$ cat src/sv/assert_macros.svh
// assertion macros included by the decoder top-level rtl file
`ifndef ASSERT_MACROS_SVH
`define ASSERT_MACROS_SVH

`ifndef SYNTHESIS

// property must hold at every clock edge out of reset
`define ASSERT_ALWAYS(lbl, clk, rst_n, expr) \
    lbl: assert property (@(posedge clk) disable iff (!rst_n) (expr)) \
        else $error("assertion failed");

// antecedent implies consequent in the following cycle
`define ASSERT_NEXT(lbl, clk, rst_n, ante, cons) \
    lbl: assert property (@(posedge clk) disable iff (!rst_n) (ante) |=> (cons)) \
        else $error("assertion failed");

`else

`define ASSERT_ALWAYS(lbl, clk, rst_n, expr)
`define ASSERT_NEXT(lbl, clk, rst_n, ante, cons)

`endif

`endif

$ cat src/sv/utf8sd_pkg.sv
// types and constants of the utf-8 stream decoder and validator
`default_nettype none

package utf8sd_pkg;

    localparam int BYTE_W      = 8;
    localparam int CP_W        = 21;
    localparam int SHOW_CNT_W  = 16;
    localparam int OUT_TDATA_W = 40;
    localparam int OUT_TUSER_W = 3;

    // sequence length codes
    localparam logic [2:0] LEN_NONE = 3'd0;
    localparam logic [2:0] LEN_1    = 3'd1;
    localparam logic [2:0] LEN_2    = 3'd2;
    localparam logic [2:0] LEN_3    = 3'd3;
    localparam logic [2:0] LEN_4    = 3'd4;

    localparam logic [7:0] CONT_MASK   = 8'hC0;
    localparam logic [7:0] CONT_PREFIX = 8'h80;
    localparam logic [7:0] PAYLOAD_6   = 8'h3F;

    localparam logic [CP_W-1:0] CP_MIN_2     = 21'h000080;
    localparam logic [CP_W-1:0] CP_MIN_3     = 21'h000800;
    localparam logic [CP_W-1:0] CP_MIN_4     = 21'h010000;
    localparam logic [CP_W-1:0] CP_MAX       = 21'h10FFFF;
    localparam logic [CP_W-1:0] SURR_LOW     = 21'h00D800;
    localparam logic [CP_W-1:0] SURR_HIGH    = 21'h00DFFF;
    localparam logic [SHOW_CNT_W-1:0] SHOW_MAX = 16'hFFFF;

    typedef struct packed {
        logic [BYTE_W-1:0] data_byte;
        logic              last_byte;
    } item_t;

    typedef struct packed {
        logic                  point_ready;
        logic [CP_W-1:0]       code_point;
        logic                  sequence_bad;
        logic [SHOW_CNT_W-1:0] point_count;
        logic                  string_ok;
        logic                  string_end;
    } result_t;

endpackage

`default_nettype wire

$ cat src/sv/utf8sd_core.sv
// per-byte decode logic and sequence state of the utf-8 decoder
`default_nettype none

module utf8sd_core #(
    parameter int COUNT_BITS = 16
) (
    input  logic               clk,
    input  logic               rst_n,
    input  logic               fire,
    input  utf8sd_pkg::item_t  item,
    output utf8sd_pkg::result_t result
);
    import utf8sd_pkg::*;

    logic [2:0]            seq_len_reg, seq_len_next;
    logic [1:0]            left_reg, left_next;
    logic [CP_W-1:0]       partial_reg, partial_next;
    logic                  cont_bad_reg, cont_bad_next;
    logic [COUNT_BITS-1:0] count_reg, count_next;
    logic                  ok_reg, ok_next;

    logic [COUNT_BITS-1:0] count_shown_src;
    logic [SHOW_CNT_W-1:0] count_shown;
    logic [2:0]            lead_len;
    logic [CP_W-1:0]       shifted;
    logic                  cont_bad_acc;
    logic [1:0]            left_dec;
    logic                  seq_done;
    logic                  cp_valid;
    logic                  ready;
    logic                  bad;
    logic [CP_W-1:0]       cp_out;

    always_comb
    begin
        case (item.data_byte) inside
            [8'h00:8'h7F]: lead_len = LEN_1;
            [8'hC0:8'hDF]: lead_len = LEN_2;
            [8'hE0:8'hEF]: lead_len = LEN_3;
            [8'hF0:8'hF7]: lead_len = LEN_4;
            default:       lead_len = LEN_NONE;
        endcase
    end

    assign shifted      = {partial_reg[CP_W-7:0], item.data_byte[5:0]};
    assign cont_bad_acc = cont_bad_reg
                          || ((item.data_byte & CONT_MASK) != CONT_PREFIX);
    assign left_dec     = left_reg - 2'd1;
    assign seq_done     = (seq_len_reg != LEN_NONE) && (left_dec == 2'd0);

    always_comb
    begin
        case (seq_len_reg)
            LEN_2:   cp_valid = (shifted >= CP_MIN_2);
            LEN_3:   cp_valid = (shifted >= CP_MIN_3)
                                && !((shifted >= SURR_LOW) && (shifted <= SURR_HIGH));
            LEN_4:   cp_valid = (shifted >= CP_MIN_4) && (shifted <= CP_MAX);
            default: cp_valid = 1'b1;
        endcase
    end

    always_comb
    begin
        seq_len_next  = seq_len_reg;
        left_next     = left_reg;
        partial_next  = partial_reg;
        cont_bad_next = cont_bad_reg;
        ok_next       = ok_reg;
        ready         = 1'b0;
        bad           = 1'b0;
        cp_out        = '0;

        if (seq_len_reg == LEN_NONE)
        begin
            case (lead_len)
                LEN_NONE:
                begin
                    bad     = 1'b1;
                    ok_next = 1'b0;
                end
                LEN_1:
                begin
                    ready  = 1'b1;
                    cp_out = CP_W'(item.data_byte);
                end
                LEN_2:
                begin
                    seq_len_next  = LEN_2;
                    left_next     = 2'd1;
                    cont_bad_next = 1'b0;
                    partial_next  = CP_W'(item.data_byte[4:0]);
                end
                LEN_3:
                begin
                    seq_len_next  = LEN_3;
                    left_next     = 2'd2;
                    cont_bad_next = 1'b0;
                    partial_next  = CP_W'(item.data_byte[3:0]);
                end
                default:
                begin
                    seq_len_next  = LEN_4;
                    left_next     = 2'd3;
                    cont_bad_next = 1'b0;
                    partial_next  = CP_W'(item.data_byte[2:0]);
                end
            endcase
        end
        else if (seq_done)
        begin
            if (!cont_bad_acc && cp_valid)
            begin
                ready  = 1'b1;
                cp_out = shifted;
            end
            else
            begin
                bad     = 1'b1;
                ok_next = 1'b0;
            end
            seq_len_next  = LEN_NONE;
            left_next     = 2'd0;
            partial_next  = '0;
            cont_bad_next = 1'b0;
        end
        else
        begin
            cont_bad_next = cont_bad_acc;
            partial_next  = shifted;
            left_next     = left_dec;
        end

        // truncated sequence at end of string
        if (item.last_byte && (seq_len_next != LEN_NONE))
        begin
            ok_next       = 1'b0;
            seq_len_next  = LEN_NONE;
            left_next     = 2'd0;
            partial_next  = '0;
            cont_bad_next = 1'b0;
        end
    end

    assign count_shown_src = (ready && (count_reg != {COUNT_BITS{1'b1}}))
                             ? count_reg + COUNT_BITS'(1) : count_reg;

    generate
        if (COUNT_BITS <= SHOW_CNT_W)
        begin : g_show_narrow
            assign count_shown = SHOW_CNT_W'(count_shown_src);
        end
        else
        begin : g_show_wide
            assign count_shown = (|count_shown_src[COUNT_BITS-1:SHOW_CNT_W])
                                 ? SHOW_MAX : count_shown_src[SHOW_CNT_W-1:0];
        end
    endgenerate

    assign count_next = item.last_byte ? '0 : count_shown_src;

    assign result.point_ready  = ready;
    assign result.code_point   = cp_out;
    assign result.sequence_bad = bad;
    assign result.point_count  = count_shown;
    assign result.string_ok    = ok_next;
    assign result.string_end   = item.last_byte;

    always_ff @(posedge clk or negedge rst_n)
    begin
        if (!rst_n)
        begin
            seq_len_reg  <= LEN_NONE;
            left_reg     <= 2'd0;
            partial_reg  <= '0;
            cont_bad_reg <= 1'b0;
            count_reg    <= '0;
            ok_reg       <= 1'b1;
        end
        else if (fire)
        begin
            seq_len_reg  <= seq_len_next;
            left_reg     <= left_next;
            partial_reg  <= partial_next;
            cont_bad_reg <= cont_bad_next;
            count_reg    <= count_next;
            ok_reg       <= item.last_byte ? 1'b1 : ok_next;
        end
    end

endmodule

`default_nettype wire

$ cat src/sv/utf8_stream_decoder_validator.sv
// Streaming UTF-8 decoder and validator. One byte is accepted per clock cycle
// while m_tready does not stall; each byte yields one result transfer
// (input register, then the decode logic into the output register). The rate
// is set by the per-byte sequence state update in the decode core, a loop
// through its state registers. Input tdata holds the byte and tlast marks
// the end of a string; state, count and status restart after the final
// byte. Output tdata carries the code point (zero unless a point completes)
// and saturating point count, tuser the per-byte flags, tlast the string end.
`default_nettype none

module utf8_stream_decoder_validator #(
    parameter int COUNT_BITS = 16
) (
    input  logic                               clk,
    input  logic                               rst_n,
    input  logic                               s_tvalid,
    output logic                               s_tready,
    // data_byte
    input  logic [utf8sd_pkg::BYTE_W-1:0]      s_tdata,
    input  logic                               s_tlast,
    output logic                               m_tvalid,
    input  logic                               m_tready,
    // code_point, point_count, zero fill
    output logic [utf8sd_pkg::OUT_TDATA_W-1:0] m_tdata,
    // point_ready, sequence_bad, string_ok
    output logic [utf8sd_pkg::OUT_TUSER_W-1:0] m_tuser,
    output logic                               m_tlast
);
    import utf8sd_pkg::*;

    `include "assert_macros.svh"

    logic    stage_valid_reg, stage_valid_next;
    logic    out_valid_reg, out_valid_next;
    item_t   stage_item_reg;
    result_t out_result_reg;
    result_t core_result;
    logic    out_free;
    logic    fire;
    logic    in_accept;

    assign out_free  = !out_valid_reg || m_tready;
    assign fire      = stage_valid_reg && out_free;
    assign s_tready  = !stage_valid_reg || fire;
    assign in_accept = s_tvalid && s_tready;

    assign stage_valid_next = in_accept ? 1'b1 : (fire ? 1'b0 : stage_valid_reg);
    assign out_valid_next   = fire ? 1'b1 : (m_tready ? 1'b0 : out_valid_reg);

    utf8sd_core #(
        .COUNT_BITS(COUNT_BITS)
    ) u_core (
        .clk    (clk),
        .rst_n  (rst_n),
        .fire   (fire),
        .item   (stage_item_reg),
        .result (core_result)
    );

    always_ff @(posedge clk or negedge rst_n)
    begin
        if (!rst_n)
        begin
            stage_valid_reg <= 1'b0;
            out_valid_reg   <= 1'b0;
        end
        else
        begin
            stage_valid_reg <= stage_valid_next;
            out_valid_reg   <= out_valid_next;
        end
    end

    always_ff @(posedge clk)
    begin
        if (in_accept)
        begin
            stage_item_reg.data_byte <= s_tdata;
            stage_item_reg.last_byte <= s_tlast;
        end
        if (fire)
        begin
            out_result_reg <= core_result;
        end
    end

    assign m_tvalid = out_valid_reg;
    assign m_tdata  = {(OUT_TDATA_W - CP_W - SHOW_CNT_W)'(0),
                       out_result_reg.point_count, out_result_reg.code_point};
    assign m_tuser  = {out_result_reg.string_ok, out_result_reg.sequence_bad,
                       out_result_reg.point_ready};
    assign m_tlast  = out_result_reg.string_end;

    `ASSERT_ALWAYS(a_ready_bad_excl, clk, rst_n,
        !(m_tvalid && m_tuser[0] && m_tuser[1]))
    `ASSERT_ALWAYS(a_cp_zero_idle, clk, rst_n,
        !(m_tvalid && !m_tuser[0]) || (m_tdata[CP_W-1:0] == '0))
    `ASSERT_ALWAYS(a_bad_clears_ok, clk, rst_n,
        !(m_tvalid && m_tuser[1]) || !m_tuser[2])
    `ASSERT_ALWAYS(a_no_accept_when_full, clk, rst_n,
        !(stage_valid_reg && !out_free) || !s_tready)
    `ASSERT_NEXT(a_fire_fills_output, clk, rst_n, fire, m_tvalid)

endmodule

`default_nettype wire
$ cat config.mk
export PLATFORM = sky130hd
export DESIGN_NAME = utf8_stream_decoder_validator
export DESIGN_NICKNAME = d
export VERILOG_FILES = /design/src/sv/utf8sd_pkg.sv /design/src/sv/utf8sd_core.sv /design/src/sv/utf8_stream_decoder_validator.sv
export VERILOG_INCLUDE_DIRS = /design/src /design/src/sv
export SDC_FILE = /design/constraint.sdc
export NUM_CORES = 1
export LEC_CHECK = 0
export BUFFER_PORTS_ARGS = -buffer_cell sky130_fd_sc_hd__buf_2
export CORE_UTILIZATION = 59
export CTS_BUF_LIST = sky130_fd_sc_hd__clkbuf_8
export CTS_CLUSTER_DIAMETER = 30
export DETAILED_ROUTE_END_ITERATION = 10
export GPL_TIMING_DRIVEN = 0
export PLACE_DENSITY = 0.86
export SETUP_SLACK_MARGIN = 0.2
export SYNTH_ARGS = -nofsm -noshare
export SYNTH_HDL_FRONTEND = slang
export SYNTH_SLANG_ARGS = --single-unit
$ cat constraint.sdc
create_clock -name clk -period 2.8 [get_ports clk]
set_input_delay 0.42 -clock clk [delete_from_list [all_inputs] [get_ports clk]]
set_output_delay 0.42 -clock clk [all_outputs]
set_load 0.01 [all_outputs]
After elaboration in Yosys (flattened, before gate mapping)
Cells that the tools add are included.
- memories kept: 0
- bits in read-only memories: 0
- logic and storage cells: 115
- register bits after elaboration: 90
- output and inout port bits: 46
- latch bits: 0
- RAM bits: 0
- multiplexer cells: 45
- eq/ne operators: 9
- magnitude comparators: 14
- bitwise logic cells: 0
- reduce and logical (&&, ||, !) cells: 29
- $mul: 0
- shift operators: 0
- divide/modulo/power cells: 0
- add/subtract/negate cells: 2
- operators by type and width (kind ; number):
    two-way mux 21 bit ; 3
    two-way mux 15 bit ; 3
    case mux 15 bit (3 select lines) ; 1
    two-way mux 16 bit ; 2
    greater-or-equal comparator 8 bit, second input constant ; 3
    less-or-equal comparator 8 bit, second input constant ; 3
    two-way mux 1 bit ; 22
    greater-or-equal comparator 21 x 12 -> 1 bit, second input constant ; 1
    greater-or-equal comparator 21 x 16 -> 1 bit, second input constant ; 1
    greater-or-equal comparator 21 x 17 -> 1 bit, second input constant ; 1
    greater-or-equal comparator 21 x 8 -> 1 bit, second input constant ; 1
    less-or-equal comparator 21 x 16 -> 1 bit, second input constant ; 1
    less-or-equal comparator 21 bit, second input constant ; 1
    two-way mux 3 bit ; 7
    adder 16 x 1 -> 16 bit, second input constant ; 1
    != test 16 bit, second input constant ; 1
    logical AND 1 bit ; 13
    equality test 3 x 2 -> 1 bit, second input constant ; 4
    case mux 3 bit (3 select lines) ; 1
    greater-or-equal comparator 8 x 1 -> 1 bit, second input constant ; 1
    less-or-equal comparator 8 x 7 -> 1 bit, second input constant ; 1
    two-way mux 8 bit ; 1
    zero test 3 bit ; 2
    two-way mux 2 bit ; 3
    14 further kinds ; 21

Longest topological paths before layout
- depth in word-level cells: 14
- mapped depth: 12

By module
From an unflattened synthesis, not the netlist that was laid out.
- cells, all modules: 334
- area, all modules: 4176.5 um^2
- modules (own cells, without submodules) (module ; instances ; cells each ; area each (um^2)):
    utf8sd_core ; 1 ; 272 ; 2544.9
    utf8_stream_decoder_validator ; 1 ; 62 ; 1631.6

Worst setup path after synthesis
OpenSTA, ideal clock, no wires.
- path type: input to register
- from: input port m_tready
- to: register u_core.partial_reg[11]
- stages on the path: 7
- required time: 2.733 ns
- arrival time: 2.375 ns
- slack: 0.357 ns
- path through: nand2b_1 > nand2_1 > inv_1 > buf_2 > nand2_1 > nor3_1 > a22o_2
- cells in the longest elaborated chain, start to end: 3
- ends and longest elaborated chain (item ; RTL line ; source):
    start: declaration ; utf8_stream_decoder_validator.sv:22 ; input logic m_tready,
    logical OR 1 bit ; utf8_stream_decoder_validator.sv:42 ; assign out_free = !out_valid_reg || m_tready;
    logical AND 1 bit ; utf8_stream_decoder_validator.sv:43 ; assign fire = stage_valid_reg && out_free;
    named net fire ; utf8_stream_decoder_validator.sv:39 ; logic fire;
    AND reduction 2 bit (no source line) ; -- ;
    end signal: assignment ; utf8sd_core.sv:183 ; partial_reg <= partial_next;
    end: declaration ; utf8sd_core.sv:17 ; logic [CP_W-1:0] partial_reg, partial_next;
The timed path passes the listed nets, and every way through them passes these cells.
A chain may end at the register's enable or synchronous reset.

==> impl_metrics.csv <==
group,metric,value,unit
power,power_density,671,mW/mm^2
die,ios,59,
worst_setup_path,worstPathArrival,2580,ps
outcome,status,"finished, final reports clean",
detailed_routing,routed_via_density,5.83,
global_routing,grt_max_degree,51,
die,core,0.00679,sq mm
timing,setup_violations,0,
die,dieArea,0.00739,sq mm
finish,fillCellCount,496,
clocking,cts_tree,"built",
timing,post-route-period-util,0.880,
placement,numPortBuffers,55,
die,rows,30,
placement,dp_hpwl,5.35,mm
detailed_routing,antenna_left,0,
worst_setup_path,endpoint_kind,"flip-flop",
worst_setup_path,cp_data_required_time,2920,ps
detailed_routing,first_pass_iters,5,
finish,nNetsFinal,427,
synth,synthDominantCellAreaShare,0.361,
global_routing,grt_pass1_vias,2762,
global_routing,grt_pass1_wl,13.3,mm
detailed_routing,routedWlPerCell,15.6,um
finish,drive_gt1_frac,0.278,
worst_setup_path,cp_slowest_stage_delay,430,ps
synth,synth_area_leader_cell,"edfxtp_1",
timing,fin_crit,2460,ps
worst_setup_path,path_class,"flip-flop to flip-flop",
worst_setup_path,startpoint_type,"flip-flop",
timing,skew,9.29,ps
synth,synth.yosys.seq_area_share,0.602,
die,initial_core_util,0.612,
finish,fin_util,0.708,
clocking,numCtsBuffers,9,
clocking,clock_latency,370,ps
finish,largest_reg_flops,37,
synth,ys.warnings.count,0,
clocking,postCtsSetupRepairBufs,0,
synth,synth_most_common_cell,"edfxtp_1",
synth,syn_area,0.00416,sq mm
timing,slew_headroom,0.400,
clocking,cts_num_sinks,90,
global_routing,antenna_found_initial,0,
finish,final_area,0.00481,sq mm
worst_setup_path,path_max_fanout,9,
global_routing,grt.total_usage,0.238,
synth,ys_top_cells_by_count,"edfxtp_1 (50), dfrtp_1 (39), nand2_1 (25)",
timing,fmax,406,MHz
power,leakage,2.10,nW
placement,gp_congestion,0.896,
power,peakVddDrop,0.425,mV
run,drv_cap,0,
worst_setup_path,path_cells,"nor4_4, nand4b_1, a32o_2, a21oi_4, nor4_4, and3_1, xnor2_1",
clocking,htreeDepth,3,
synth,ys_ff_latch,90,
placement,placed_area,0.00456,sq mm
worst_setup_path,crit_top_cell,"nor4_4",
finish,antenna_cells,0,
timing,worst_pin_slew,901,ps
finish,area.growth.synth_to_final,15.7,%
synth,synth_cells,344,
global_routing,grt.overflow.total,0,
detailed_routing,dr.first_iter.drc_count,235,
synth,synth_edf_count,50,
hold_path,hold_path.class,"input pin to asynchronous set/reset pin",
detailed_routing,dr_total_vias,2993,
die,fp.dieW,85.9,um
synth,syn-mean-instance-area,12.1,sq um
synth,synth_area_leaders,"edfxtp_1 (36%), dfrtp_1 (23%), a22o_1 (3.6%), and3_1 (2.4%), xnor2_1 (2.3%)",
timing,grt_setup_unrepaired,"yes",
timing,finalHoldViolCount,0,
clocking,path_clk_slew,90,ps
timing,maxSlewViolCount,0,
detailed_routing,drc_errors,0,
clocking,clockBufferDepth,2,
die,die_h,85.9,um
synth,synth-main-ff-cell,"edfxtp_1",
detailed_routing,drt_wl_total,7.99,mm
worst_setup_path,slowest_stage,"dfrtp_1",
synth,synthArstFlopShare,0.444,
clocking,cts_root_buffer,"clkbuf_8",
synth,yosysUniqueCellTypes,61,
## cell type report
type / instances / area (sq um) / share of cell area
Clock buffer: 9 / 124 / 0.0257
Inverter: 11 / 41.3 / 0.00858
Buffer: 25 / 144 / 0.0299
Multi-Input combinational cell: 220 / 1500 / 0.311
Tap cell: 96 / 120 / 0.0250
Sequential cell: 90 / 2500 / 0.521
Clock inverter: 7 / 106 / 0.0221
Timing Repair Buffer: 55 / 275 / 0.0572
## per-stage QoR
step           setup slack (ps)  cells  TNS [ps]  hold WS, ps  power [mW]
3_5_place_dp               -423    497     -4970          456        2.24
3_3_place_gp               -388    497     -4100          436        2.22
4_1_cts                     218    513         0          202        3.23
6_report                    337    513         0          174        3.23
5_1_grt                     169    513         0          221        3.38
2_1_floorplan               357    346         0          124        2.06
## worst max-delay path: cells and delay by family (launching register included)
kind / cells / cell delay (ps)
AND/OR/NAND/NOR: 4 / 1270
flip-flops: 1 / 430
AO/OA/AOI/OAI: 2 / 430
XOR/XNOR: 1 / 80
## worst paths after layout
check / startpoint / to / slack (ps) / cells after the start
max reg2reg: u_core.partial_reg[11] / m_tdata[31] / 340 / 7
min in group clk: s_tdata[2] / stage_item_reg[3] / 230 / 1
max: u_core.partial_reg[11] / m_tdata[31] / 340 / 7
min reg2reg: u_core.ok_reg / u_core.ok_reg / 490 / 2
max in group asynchronous: rst_n / u_core.count_reg[0] / 2010 / 1
min: rst_n / u_core.count_reg[11] / 170 / 1
## report_power, final
group,switching [mW],leakage (nW),internal (mW),total (mW)
Combinational,0.328,0.952,0.224,0.552
Clock,0.480,0.117,0.520,0.999
Sequential,0.107,1.03,1.57,1.68
Total,0.914,2.10,2.31,3.23
## per-layer routing
layer  global-route usage  share of wire  up-vias
met2                0.377           0.48      123
li1                     -              -     1418
met3               0.0472          0.062       14
met5                    0              0        -
met1                0.322           0.44     1438
met4                0.103          0.019        0
## timing repair
item / 4_1_cts / 5_1_grt
hold buffers: 0 / 0
endpoints found under the setup margin: 23 / 32
gates resized for setup: 2 / 6
## cells in the final DEF (no fill, tap or decap), types with 3 or more instances in the layout
cell      instances
a21o_1            4
a21oi_1          11
a22o_1           17
a31oi_1           3
and2_1            5
and2_2            5
and3_1           16
and3_2            5
and4_1            4
buf_2            59
buf_4             5
buf_6             3
clkbuf_1          9
clkbuf_2          3
clkbuf_8          9
conb_1            3
dfrtp_1          38
edfxtp_1         50
inv_1            10
inv_6             3
nand2_1          25
nand2b_1          5
nand3_1           9
nand4_1           4
nand4b_1          3
nor2_1           11
nor3_1            7
nor3_2            3
nor4_1            3
o21ai_0          18
o22ai_1           3
o31ai_1           7
or3_1             3
xnor2_1          11
xor2_1            3
## kinds of logic (layout without fill, tap and decap cells)
group,Yosys count,count (layout),share of synthesized area
other,1,3,0.000902
adder cells (fa/ha/maj),2,2,0.00602
XOR/XNOR,14,14,0.0295
AO/OA/AOI/OAI,80,80,0.141
AND/OR/NAND/NOR,121,121,0.178
flip-flops,90,90,0.602
buffers and inverters,36,107,0.0427
Note: power is estimated with default switching activity, not from simulation.
